===== src/stis_pkg.sv =====
package stis_pkg;

  localparam int unsigned DEF_CAPACITY = 32;
  localparam int unsigned DATA_W = 32;

  typedef enum logic [1:0] {
    REQ_INSERT = 2'd0,
    REQ_SEARCH = 2'd1,
    REQ_DUMP   = 2'd2,
    REQ_NONE   = 2'd3
  } req_t;

  // Outcome of the shared signed comparator.
  typedef struct packed {
    logic lt;   // a < b
    logic eq;   // a == b
  } cmp_t;

endpackage


===== src/stis_ram.sv =====
module stis_ram import stis_pkg::*; #(
  parameter int unsigned DEPTH = DEF_CAPACITY,
  parameter int unsigned AW    = $clog2(DEPTH)
) (
  input  logic                     clk,
  input  logic                     we,
  input  logic [AW-1:0]            waddr,
  input  logic signed [DATA_W-1:0] wdata,
  input  logic [AW-1:0]            raddr,
  output logic signed [DATA_W-1:0] rdata
);

  logic signed [DATA_W-1:0] mem [DEPTH];

  always_ff @(posedge clk) begin
    if (we) begin
      mem[waddr] <= wdata;
    end
  end

  always_ff @(posedge clk) begin
    rdata <= mem[raddr];
  end

endmodule


===== src/stis_cmp.sv =====
module stis_cmp import stis_pkg::*; (
  input  logic signed [DATA_W-1:0] a,
  input  logic signed [DATA_W-1:0] b,
  output cmp_t                     res
);

  always_comb begin
    res.lt = (a < b);
    res.eq = (a == b);
  end

endmodule


===== src/sorted_table_insert_search_core.sv =====
// Channel   Direction  Signals                                      Beat taken when
// request   in         start, req_type, value                       start && !busy
// result    out        res_strobe, entry, found, full_res,          res_strobe (one cycle,
//                      empty_res, last                              no back-pressure)
//
// Steps: with n stored entries, an insert moves one entry up per step, from the top
// down to the slot p the value lands in; a search visits entries from slot 0 up (at
// most n); a dump streams out all n entries. Each step is one read of the
// table RAM plus one pass through the shared comparator. Full insert, empty
// search/dump and an unused code finish in the accept cycle.
// Reset: rst is synchronous, clears the sequencer and the entry count; the table
// itself is not cleared. The result side cannot stall; each result is shown once.
module sorted_table_insert_search_core import stis_pkg::*; #(
  parameter int unsigned CAPACITY = DEF_CAPACITY,
  parameter int unsigned AW       = (CAPACITY > 1) ? $clog2(CAPACITY) : 1,
  parameter int unsigned CW       = $clog2(CAPACITY + 1)
) (
  input  logic                     clk,
  input  logic                     rst,
  // request channel
  input  logic                     start,
  output logic                     busy,
  input  logic [1:0]               req_type,
  input  logic signed [DATA_W-1:0] value,
  // result channel
  output logic                     res_strobe,
  output logic signed [DATA_W-1:0] entry,
  output logic                     found,
  output logic                     full_res,
  output logic                     empty_res,
  output logic                     last
);

  // Sequencer states
  typedef enum logic [4:0] {
    S_IDLE    = 5'b00001,
    S_INS_CMP = 5'b00010,  // walk down from the top, moving entries up one slot
    S_INS_PUT = 5'b00100,  // all entries moved: value goes into slot 0
    S_SRC_CMP = 5'b01000,  // walk up from slot 0 until hit or passed
    S_DMP_OUT = 5'b10000   // stream entries out in order
  } state_t;

  state_t                   state, state_next;
  logic [CW-1:0]            cnt, cnt_next;
  logic [AW-1:0]            idx, idx_next;
  logic signed [DATA_W-1:0] val, val_next;

  logic                     strobe_next, found_next, full_next, empty_next, last_next;
  logic signed [DATA_W-1:0] entry_next;

  // RAM and comparator hookup
  logic                     we;
  logic [AW-1:0]            waddr, raddr;
  logic signed [DATA_W-1:0] wdata, rdata;
  cmp_t                     cmp;

  logic                     accept;
  logic [AW-1:0]            last_idx;
  logic                     tbl_full;

  assign accept   = start && (state == S_IDLE);
  assign busy     = (state != S_IDLE);
  assign last_idx = AW'(cnt - CW'(1));
  assign tbl_full = (cnt == CW'(CAPACITY));

  stis_ram #(
    .DEPTH (CAPACITY),
    .AW    (AW)
  ) u_ram (
    .clk   (clk),
    .we    (we),
    .waddr (waddr),
    .wdata (wdata),
    .raddr (raddr),
    .rdata (rdata)
  );

  // One compare per step: latched request value against the entry just read.
  stis_cmp u_cmp (
    .a   (val),
    .b   (rdata),
    .res (cmp)
  );

  always_comb begin
    state_next  = state;
    cnt_next    = cnt;
    idx_next    = idx;
    val_next    = val;
    we          = 1'b0;
    waddr       = AW'(idx + AW'(1));
    wdata       = rdata;
    raddr       = idx;
    strobe_next = 1'b0;
    entry_next  = entry;
    found_next  = 1'b0;
    full_next   = 1'b0;
    empty_next  = 1'b0;
    last_next   = 1'b1;

    unique case (state)
      S_IDLE: begin
        if (accept) begin
          val_next = value;
          unique case (req_t'(req_type))
            REQ_INSERT: begin
              raddr = last_idx;
              if (tbl_full) begin
                strobe_next = 1'b1;
                entry_next  = value;
                full_next   = 1'b1;
              end else if (cnt == '0) begin
                state_next = S_INS_PUT;
              end else begin
                idx_next   = last_idx;
                state_next = S_INS_CMP;
              end
            end
            REQ_SEARCH: begin
              raddr    = '0;
              idx_next = '0;
              if (cnt == '0) begin
                strobe_next = 1'b1;
                entry_next  = value;
              end else begin
                state_next = S_SRC_CMP;
              end
            end
            REQ_DUMP: begin
              raddr    = '0;
              idx_next = '0;
              if (cnt == '0) begin
                strobe_next = 1'b1;
                entry_next  = '0;
                empty_next  = 1'b1;
              end else begin
                state_next = S_DMP_OUT;
              end
            end
            default: ;  // unused code: dropped, no result
          endcase
        end
      end

      S_INS_CMP: begin
        we = 1'b1;
        if (cmp.lt || cmp.eq) begin
          // entry >= value: move it up and keep walking down
          wdata = rdata;
          if (idx == '0) begin
            state_next = S_INS_PUT;
          end else begin
            idx_next = AW'(idx - AW'(1));
            raddr    = AW'(idx - AW'(1));
          end
        end else begin
          wdata       = val;
          cnt_next    = CW'(cnt + CW'(1));
          strobe_next = 1'b1;
          entry_next  = val;
          state_next  = S_IDLE;
        end
      end

      S_INS_PUT: begin
        we          = 1'b1;
        waddr       = '0;
        wdata       = val;
        cnt_next    = CW'(cnt + CW'(1));
        strobe_next = 1'b1;
        entry_next  = val;
        state_next  = S_IDLE;
      end

      S_SRC_CMP: begin
        if (cmp.eq || cmp.lt || (idx == last_idx)) begin
          strobe_next = 1'b1;
          entry_next  = val;
          found_next  = cmp.eq;
          state_next  = S_IDLE;
        end else begin
          idx_next = AW'(idx + AW'(1));
          raddr    = AW'(idx + AW'(1));
        end
      end

      S_DMP_OUT: begin
        strobe_next = 1'b1;
        entry_next  = rdata;
        last_next   = (idx == last_idx);
        if (idx == last_idx) begin
          state_next = S_IDLE;
        end else begin
          idx_next = AW'(idx + AW'(1));
          raddr    = AW'(idx + AW'(1));
        end
      end

      default: state_next = S_IDLE;
    endcase
  end

  always_ff @(posedge clk) begin
    if (rst) begin
      state      <= S_IDLE;
      cnt        <= '0;
      res_strobe <= 1'b0;
    end else begin
      state      <= state_next;
      cnt        <= cnt_next;
      res_strobe <= strobe_next;
    end
  end

  // payload, no reset needed
  always_ff @(posedge clk) begin
    idx       <= idx_next;
    val       <= val_next;
    entry     <= entry_next;
    found     <= found_next;
    full_res  <= full_next;
    empty_res <= empty_next;
    last      <= last_next;
  end

endmodule

===== config.mk =====
export PLATFORM = sky130hd
export DESIGN_NAME = sorted_table_insert_search_core
export DESIGN_NICKNAME = d
export VERILOG_FILES = /design/src/stis_pkg.sv /design/src/stis_ram.sv /design/src/stis_cmp.sv /design/src/sorted_table_insert_search_core.sv
export SDC_FILE = /design/constraint.sdc
export NUM_CORES = 1
export LEC_CHECK = 0
export BUFFER_PORTS_ARGS = -buffer_cell sky130_fd_sc_hd__buf_2
export CAP_MARGIN = 30
export CORE_MARGIN = 4
export CORE_UTILIZATION = 53
export CTS_BUF_LIST = sky130_fd_sc_hd__clkbuf_8
export CTS_CLUSTER_SIZE = 25
export DETAILED_ROUTE_END_ITERATION = 8
export PLACE_DENSITY = 0.72
export SKIP_LAST_GASP = 1
export SLEW_MARGIN = 20
export SYNTH_ARGS = -nofsm -noshare
export SYNTH_HDL_FRONTEND = slang
export SYNTH_HIERARCHICAL = 1
export SYNTH_SLANG_ARGS = --single-unit
export TNS_END_PERCENT = 30

===== constraint.sdc =====
create_clock -name clk -period 4.9 [get_ports clk]
set_clock_uncertainty 0.1 [all_clocks]
set_input_delay 0.98 -clock clk [delete_from_list [all_inputs] [get_ports clk]]
set_output_delay 0.98 -clock clk [all_outputs]
set_load 0.03 [all_outputs]

[Word-level counts from Yosys, hierarchy flattened]
Memory sizes are Yosys's and may differ from the RTL's. A register that Yosys moved wholly into a read port is not among the register bits.
Index checks and enable logic that the tools add are counted.
Cells by class
  add/subtract/negate cells: 4
  multipliers: 0
  divide/modulo/power cells: 0
  magnitude comparators: 1
  eq/ne operators: 25
  shift operators: 0
  mux-type cells: 46
  bitwise operators: 0
  reduce and logical (&&, ||, !) cells: 20
Operators by type and width (count)
  2-to-1 mux 32 bit: 7
  one-hot mux 32 bit (5 select lines): 1
  one-hot mux 32 bit (3 select lines): 1
  2-to-1 mux 5 bit: 17
  one-hot mux 32 bit (2 select lines): 1
  one-hot mux 5 bit (4 select lines): 3
  == test 32 bit: 1
  less-than comparator 32 bit: 1
  != test 3 bit (second input constant): 8
  one-hot mux 5 bit (2 select lines): 2
  AND reduction 8 bit: 2
  one-hot mux 5 bit (3 select lines): 1
  one-hot mux 6 bit (2 select lines): 1
  subtractor 5 x 1 -> 5 bit (second input constant): 2
  2-to-1 mux 1 bit: 8
  != test 2 bit (second input constant): 4
  adder 6 x 1 -> 6 bit (second input constant): 1
  == test 6 bit (second input constant): 1
  logical NOT 6 bit: 1
  2-to-1 mux 6 bit: 1
  AND reduction 2 bit: 3
  AND reduction 3 bit: 2
  OR reduction 2 bit: 3
  adder 5 x 1 -> 5 bit (second input constant): 1
  22 further kinds: 23
Word-level totals
  register bits: 85
  latch bits: 0
  memory bits (writable): 1024
  memory bits (read-only): 0
  input port bits: 37
  output and inout port bits: 38
  logic and storage cells: 107
  memories kept: 1
Memories
  u_ram.mem: depth 32, bits a word 32, rd ports 1, clocked after Yosys merged registers in 1, write ports 1, RTL line stis_ram.sv:13  | logic signed [DATA_W-1:0] mem [DEPTH];

[Logic depth before layout (Yosys ltp)]
Gate-level depths: netlist of run 1.
  depth in word-level cells: 6
  gate-level depth with buffers: 20
  gate-level depth less buffers: 17

[Modules after synthesis]
The synthesis of run 1 kept the hierarchy.
By module, submodules not included
  stis_ram: times used 1, cells an instance 2260, area an instance 40492.6 um^2, sequential area each 31390.1 um^2
  sorted_table_insert_search_core: times used 1, cells an instance 418, area an instance 4957.3 um^2, sequential area each 2392.3 um^2
  stis_cmp: times used 1, cells an instance 113, area an instance 820.8 um^2, sequential area each 0.0 um^2

[Least setup slack after synthesis of run 1]
Ideal clock, no wire load.
  path type: reg-to-reg
  start: register val[14]
  end: register entry[0] (enable)
  library setup time: 0.461 ns
  data arrival time: 4.283 ns
  data required time: 4.339 ns
  path slack: 0.056 ns
  cell stages (with the launch flop): 11
  buffers on the path: 0
  clock period less this slack: 4.844 ns
  cells stage by stage: edfxtp_1 -> ha_1 -> a21oi_2 -> nand2_1 -> a221o_1 -> o31a_1 -> o22ai_2 -> nor2_1 -> nand3_1 -> o22ai_1 -> nor3_1
RTL lines
  start: declaration: RTL line sorted_table_insert_search_core.sv:46  | logic signed [DATA_W-1:0] val, val_next;
  start signal: assignment: RTL line sorted_table_insert_search_core.sv:218  | val <= val_next;
  end signal: assignment: RTL line sorted_table_insert_search_core.sv:219  | entry <= entry_next;
  end: declaration: RTL line sorted_table_insert_search_core.sv:27  | output logic signed [DATA_W-1:0] entry,

==> impl_metrics.py, run 1 <==
metrics = {
    "outcome": {
        "status": "finished clean",
    },
    "clocking": {
        "worstSkewPairLatency_ps": 860,
        "htreeDepth": 4,
        "cts.path.max_buffers": 3,
        "clock_sinks": 1141,
        "cts_root_buffer": "clkbuf_8",
        "cts_tree": "built",
        "clkSlewWorstSetupHoldPaths_ps": 60,
        "cts_buffers": 174,
    },
    "place": {
        "gp_congestion": 0.8431,
        "pre_cts_ws_ps": -269.2,
        "dp_hpwl_mm": 68.39,
        "placed_cells": 4052,
        "portBuffers": 74,
    },
    "yosys": {
        "yosys.cell_types.count": 85,
        "synth_edf_count": 1093,
        "synth_ff_type": "edfxtp_1",
        "netlist_instances": 2791,
        "synth_xor_xnor_area_share": 0.005219,
        "synthAdderAreaFrac": 0.01136,
        "synth-simple-area-share": 0.04348,
        "muxShareOfSynthArea": 0.1188,
        "ys_async_sr_fraction": 0,
        "synth_compound_gate_area_share": 0.06676,
        "yosysWarnings": 6,
        "syn-cell-area_um2": 46270,
        "syn-num-nets": 2870,
        "synth.avg_cell_area_um2": 16.58,
        "yosysTopAreaCell": "edfxtp_1",
        "ys_ff_latch": 1141,
        "yosysSeqAreaShare": 0.7301,
        "synth_top_area_frac": 0.7093,
        "synth.top_cells.by_area": "edfxtp_1 71%, mux2i_1 11%, dfxtp_1 2.1%",
        "synth_top_family_by_area": "multiplexers",
    },
    "pwr": {
        "p_seq_frac": 0.485,
        "power_switching_w": 0.007940,
        "combPwrFrac": 0.232,
        "power_density_nw_per_um2": 493.0,
        "p_sw_frac": 0.3046,
        "peakVddDrop_mv": 0.3505,
        "pwr-share-clk": 0.283,
        "power.leakage_nw": 18.90,
        "p_int_w": 0.01813,
        "finalPower_w": 0.02607,
    },
    "routing": {
        "vias": 26487,
        "antenna_left": 0,
        "drc": 0,
        "drt_iter0_drc": 2865,
        "vias_per_cell": 6.058,
        "drtPass1Iterations": 6,
        "wl_per_cell_um": 26.18,
        "totalWireLength_mm": 114.5,
    },
    "sta": {
        "max_slew_margin": 0.3437,
        "setup_ws_ps": 189.1,
        "worst_pin_slew_ps": 981.5,
        "setup_viol": 0,
        "slew_viol_final": 0,
        "fmax_mhz": 212.3,
        "min_period_over_period": 0.9614,
        "finalHoldViolCount": 0,
        "rsz0062_at_grt": "false",
        "min_period_ps": 4711,
    },
    "global_routing": {
        "antenna_found_initial": 3,
        "grt_start_max_net_pins": 42,
        "grt_pass1_wl_mm": 168.1,
        "first_global_vias": 26519,
        "grt_use_total": 0.2480,
        "overflow": 0,
    },
    "layout": {
        "drive_above_1_share": 0.1838,
        "fillCellCount": 6189,
        "fin_cells": 4372,
        "final_common_cell": "edfxtp_1",
        "fin_nets": 3156,
        "final_cell_mix": "1093 x edfxtp_1, 513 x mux2i_1, 190 x clkbuf_8",
        "syn_to_final_growth_pct": 14.30,
    },
    "floorplanning": {
        "ioPinCount": 75,
        "rows": 108,
        "start_util": 0.5334,
        "die_area_um2": 92090,
        "design.core.area_um2": 86750,
        "die_h_um": 303.5,
        "die_w_um": 303.5,
    },
    "setup_path": {
        "path_max_fanout": 26,
        "reg2reg_depth": 20,
        "arrival_ps": 5290,
        "r2r_setup_slack_ps": 190,
        "r2r-end": "u_ram/rdata[21]",
        "crit_required_ps": 5480,
        "crit_type": "flop to flop",
        "startpoint_type": "flop",
        "crit_path_end_kind": "flop",
        "reg2reg_from": "val[21]",
    },
    "hold_path": {
        "holdCritPathClass": "input port to flop",
        "hp-start": "value[12]",
        "whs_path_depth": 1,
        "hold_end": "val[12]",
    },
    "flow_run": {
        "cap_viol_max_count": 0,
    },
}
==> per-layer routing <==
metal  part of all wire  wire length, µm  GRT usage  vias up
met5            0.00011               13          0        -
met4              0.032             3684    0.08870        2
met3               0.10            11660    0.06478      272
met2               0.47            54310     0.4015     1344
met1               0.39            44800     0.3274    13279
li1                   -                -          -    11590
==> sequential cells by signal, summed over array words and instances (netlist names) <==
register / flops
cnt: 6
empty_res: 1
entry: 32
found: 1
full_res: 1
idx: 5
last: 1
res_strobe: 1
state: 5
u_ram/mem: 1024
u_ram/rdata: 32
val: 32
==> worst max-delay path by stage <==
| stage | start | end |
|---|---|---|
| floorplan | val[14] | entry[0] |
| global placement | u_ram/rdata[19] | u_ram/rdata[11] |
| detailed placement | u_ram/rdata[19] | u_ram/rdata[11] |
| CTS | u_ram/rdata[15] | u_ram/rdata[11] |
| finish | val[21] | u_ram/rdata[21] |
| global route | u_ram/rdata[15] | u_ram/rdata[21] |
==> Yosys cell counts, types with 3 or more instances <==
cell	instances
edfxtp_1	1093
mux2i_1	513
a21oi_1	121
nand2_1	116
nand3_1	111
a22o_1	96
a22oi_1	96
nor2_1	60
clkbuf_1	49
dfxtp_1	48
inv_1	45
buf_4	43
ha_1	42
nor3_1	39
a21o_1	36
buf_2	34
a31oi_1	33
mux2_2	22
buf_6	21
o21ai_0	17
nand4_1	12
mux2_1	10
xor2_1	10
xnor2_1	8
nand3b_1	7
and3_1	6
buf_1	6
nor2b_1	6
o211ai_1	6
and2_1	5
nor4_1	5
o2111ai_1	4
a211oi_1	3
nand2b_1	3
nor3_2	3
or3b_2	3
xnor3_1	3
==> cell families after synthesis <==
logic type      count (synthesis)
compound gates                439
xor+xnor                       22
fa+ha+maj                      42
buf+inv                       201
flops                        1141
mux                           545
simple gates                  401
==> area by class of cell <==
type | count | area, µm² | area share
Inverter | 45 | 168.9 | 0.003194
Sequential cell | 1141 | 33790 | 0.6389
Timing Repair Buffer | 266 | 2520 | 0.04765
Tap cell | 1155 | 1445 | 0.02733
Clock buffer | 190 | 2615 | 0.04945
Clock inverter | 125 | 663.1 | 0.01254
Multi-Input combinational cell | 1449 | 11680 | 0.2209
Antenna cell | 1 | 2.502 | 0.00004732
==> power by group through the flow <==
stage	Clock [W]	Sequential [W]	Combinational [W]
2_1_floorplan	0	0.0127	0.00352
3_3_place_gp	0	0.0128	0.00562
3_5_place_dp	0	0.0128	0.00586
4_1_cts	0.00750	0.0126	0.00589
5_1_grt	0.00797	0.0127	0.00645
6_report	0.00738	0.0126	0.00605
==> metrics by stage <==
step | hold slack, ps | setup TNS (ps) | area (µm²) | utilization
finish | 213.9 | 0 | 52890 | 0.6096
global route | 167.6 | 0 | 52890 | 0.6096
CTS | 143.9 | 0 | 52790 | 0.6085
detailed placement | 487.3 | -517.6 | 49510 | 0.5706
global placement | 479.3 | -289.1 | 49450 | 0.5700
floorplan | 452.9 | 0 | 46270 | -
==> worst max-delay path, stage by stage (launching register included) <==
cell and delay (ps):
edfxtp_1 430, ha_1 340, a21oi_1 180, o21ai_1 190
a221oi_1 340, buf_4 170, o2111ai_1 130, o22ai_2 120
buf_4 160, nor2_4 60, nand4bb_1 230, o221ai_1 280
a211oi_2 70, o211ai_1 170, buf_4 210, nor2b_4 280
buf_12 250, buf_4 210, a22oi_1 140, a31oi_1 270
nand3_1 180
==> timing repair <==
item	4_1_cts	5_1_grt
pin swaps	0	3
setup endpoints to repair	7	29
setup buffers	0	2
hold buffers	0	0
gates resized for setup	3	15
hold endpoints to repair	0	0
(Power assumes the default switching activity.)
==> run 2, diff against run 1 <==
--- a/config.mk
+++ b/config.mk
@@ -5,6 +5,7 @@
 export SDC_FILE = /design/constraint.sdc
 export NUM_CORES = 1
 export LEC_CHECK = 0
+export ABC_AREA = 1
 export BUFFER_PORTS_ARGS = -buffer_cell sky130_fd_sc_hd__buf_2
 export CAP_MARGIN = 30
 export CORE_MARGIN = 4
==> run 2 against run 1 <==
Register-to-register slack gained 60 ps. Worst setup slack improved by 64 ps. Cell count grew 32%. Die area grew 4.0%. Critical path depth rose by 8. Highest routed layer is now met4.
==> impl_metrics.py, run 2 <==
metrics = {
    "global_routing": {
        "use_met3": 0.05325,
        "grt_pass1_wl_mm": 198.6,
        "grt_start_max_net_pins": 119,
        "first_global_vias": 32155,
        "overflow": 0,
        "grt_use_met1": 0.3850,
        "grt_use_total": 0.2794,
        "top_usage_layer": "met2",
        "antenna_found_initial": 3,
        "met2_usage": 0.4367,
    },
    "yosys": {
        "synth_top_area_frac": 0.6816,
        "yosysWarnings": 6,
        "synth.avg_cell_area_um2": 11.33,
        "ys_async_sr_fraction": 0,
        "synth.top_cells.by_area": "edfxtp_1 68%, nand2_1 13%, nand3_1 8.4%",
        "netlist_instances": 4251,
        "yosysSeqAreaShare": 0.7016,
        "synth_common_cells": "1632 x nand2_1, 1093 x edfxtp_1, 808 x nand3_1",
        "synth_ff_type": "edfxtp_1",
        "synth_edf_count": 1093,
        "yosys.cell_types.count": 46,
        "syn-num-nets": 4330,
        "yosysTopAreaCell": "edfxtp_1",
        "synth.most_common_cell": "nand2_1",
        "ys_ff_latch": 1141,
        "syn-cell-area_um2": 48150,
    },
    "layout": {
        "final_cell_mix": "1632 x nand2_1, 1093 x edfxtp_1, 808 x nand3_1",
        "syn_to_final_growth_pct": 12.63,
        "regArea_um2": 33780,
        "regMostFlops": "u_ram/mem",
        "fin_cells": 5758,
        "fillCellCount": 6982,
        "drive_above_1_share": 0.1188,
        "fin_nets": 4511,
        "multiInputGateArea_um2": 12460,
        "largest_reg_flops": 1024,
        "final_common_cell": "nand2_1",
    },
    "routing": {
        "vias_per_cell": 5.868,
        "vias": 33789,
        "drtPass1Iterations": 6,
        "drt_iter0_drc": 4457,
        "antenna_left": 0,
        "wl_per_cell_um": 23.37,
        "totalWireLength_mm": 134.6,
        "drc": 0,
    },
    "setup_path": {
        "crit_path_start": "u_ram/rdata[31]",
        "slowest_delay_ps": 490,
        "crit_buf_inv": 8,
        "reg2reg_from": "u_ram/rdata[31]",
        "crit_required_ps": 5460,
        "path_max_fanout": 28,
        "crit_type": "flop to flop",
        "critical_path.top_delay_family": "simple AND/OR/NAND/NOR gates",
        "r2r-end": "u_ram/rdata[13]",
        "reg2reg_depth": 28,
        "startpoint_type": "flop",
        "arrival_ps": 5210,
        "r2r_setup_slack_ps": 250,
        "crit_slowest_cell": "ha_1",
        "crit_top_cell": "nand2_1",
        "crit_path_end_kind": "flop",
    },
    "sta": {
        "worst_pin_slew_ps": 922.2,
        "finalHoldViolCount": 0,
        "min_period_ps": 4647,
        "max_slew_margin": 0.3845,
        "slew_viol_final": 0,
        "rsz0062_at_grt": "false",
        "setup_viol": 0,
        "fmax_mhz": 215.2,
        "min_period_over_period": 0.9484,
        "hold_ws_ps": 243.6,
        "tns_ps": 0,
    },
    "place": {
        "placed_cells": 5426,
        "portBuffers": 74,
        "dp_hpwl_mm": 73.00,
        "gp_congestion": 0.9484,
    },
    "floorplanning": {
        "start_util": 0.5350,
        "die_area_um2": 95740,
        "design.core.area_um2": 90010,
        "die_h_um": 309.4,
        "rows": 110,
        "ioPinCount": 75,
        "die_w_um": 309.4,
    },
    "clocking": {
        "htreeDepth": 4,
        "cts_buffers": 180,
        "worstSkewPairLatency_ps": 840,
        "cts_root_buffer": "clkbuf_8",
        "clkSlewWorstSetupHoldPaths_ps": 60,
        "clock_sinks": 1141,
        "cts_tree": "built",
        "post_cts_buffers": 0,
        "cts.path.max_buffers": 3,
    },
    "outcome": {
        "status": "finished clean",
    },
    "hold_path": {
        "hp-start": "value[22]",
        "hold_end": "val[22]",
        "holdCritPathClass": "input port to flop",
        "whs_path_depth": 1,
    },
    "flow_run": {
        "cap_viol_max_count": 0,
    },
}
==> run 2: changes by cell type in the layout (fill, tap and decap cells not counted), sizes merged, moves of 35 or more <==
| cell | change |
|---|---|
| a21o | -35 |
| a22o | -96 |
| mux2i | -513 |
| a22oi | -64 |
| a21oi | -97 |
| nand3 | +700 |
| inv | +88 |
| nand2 | +1522 |
==> run 2: timing repair <==
item | CTS | global route
resized for setup | 0 | 5
endpoints found under the hold margin | 0 | 0
hold buffers | 0 | 0
setup endpoints to repair | 0 | 31
==> run 2: final cells by class <==
cell class / instances / share of cell area
inverter: 138 / 0.01008
multi-input combinational: 2732 / 0.2297
sequential: 1141 / 0.6230
tap: 1176 / 0.02713
timing repair buffer: 239 / 0.04886
clock inverter: 140 / 0.01271
antenna: 1 / 0.00004614
clock buffer: 191 / 0.04847
==> run 2: cell families after synthesis <==
group	Yosys count	synth area share
simple gates	2563	0.2253
flops	1141	0.7016
buf+inv	378	0.04539
compound gates	123	0.01614
fa+ha+maj	42	0.01091
xor+xnor	4	0.0007275
==> run 2: worst max path at each step <==
stage	endpoint	slack (ps)	cells after the start
floorplan	u_ram/rdata[15]	1630	27
global placement	u_ram/rdata[13]	180	31
detailed placement	u_ram/rdata[13]	130	31
CTS	u_ram/rdata[13]	90	28
global route	u_ram/rdata[13]	8	28
finish	u_ram/rdata[13]	250	28
==> run 2: metrics by stage <==
stage,instance area [µm²],worst slack (ps),utilization
after floorplan,48150,1631,-
after global placement,50850,176.9,0.5650
after detailed placement,50890,134.9,0.5654
after CTS,54210,94.23,0.6022
after global routing,54230,8.198,0.6025
final,54230,252.6,0.6025
==> run 2: per-layer routing <==
metal  vias to the layer above  share of wire
met5                         -              0
met4                         0          0.044
met3                       369           0.12
met2                      2079           0.46
met1                     16221           0.38
li1                      15120              -
Power of run 2 is not shown: default switching activity piles up to over one toggle a cycle in this logic, so the estimate is an artifact.
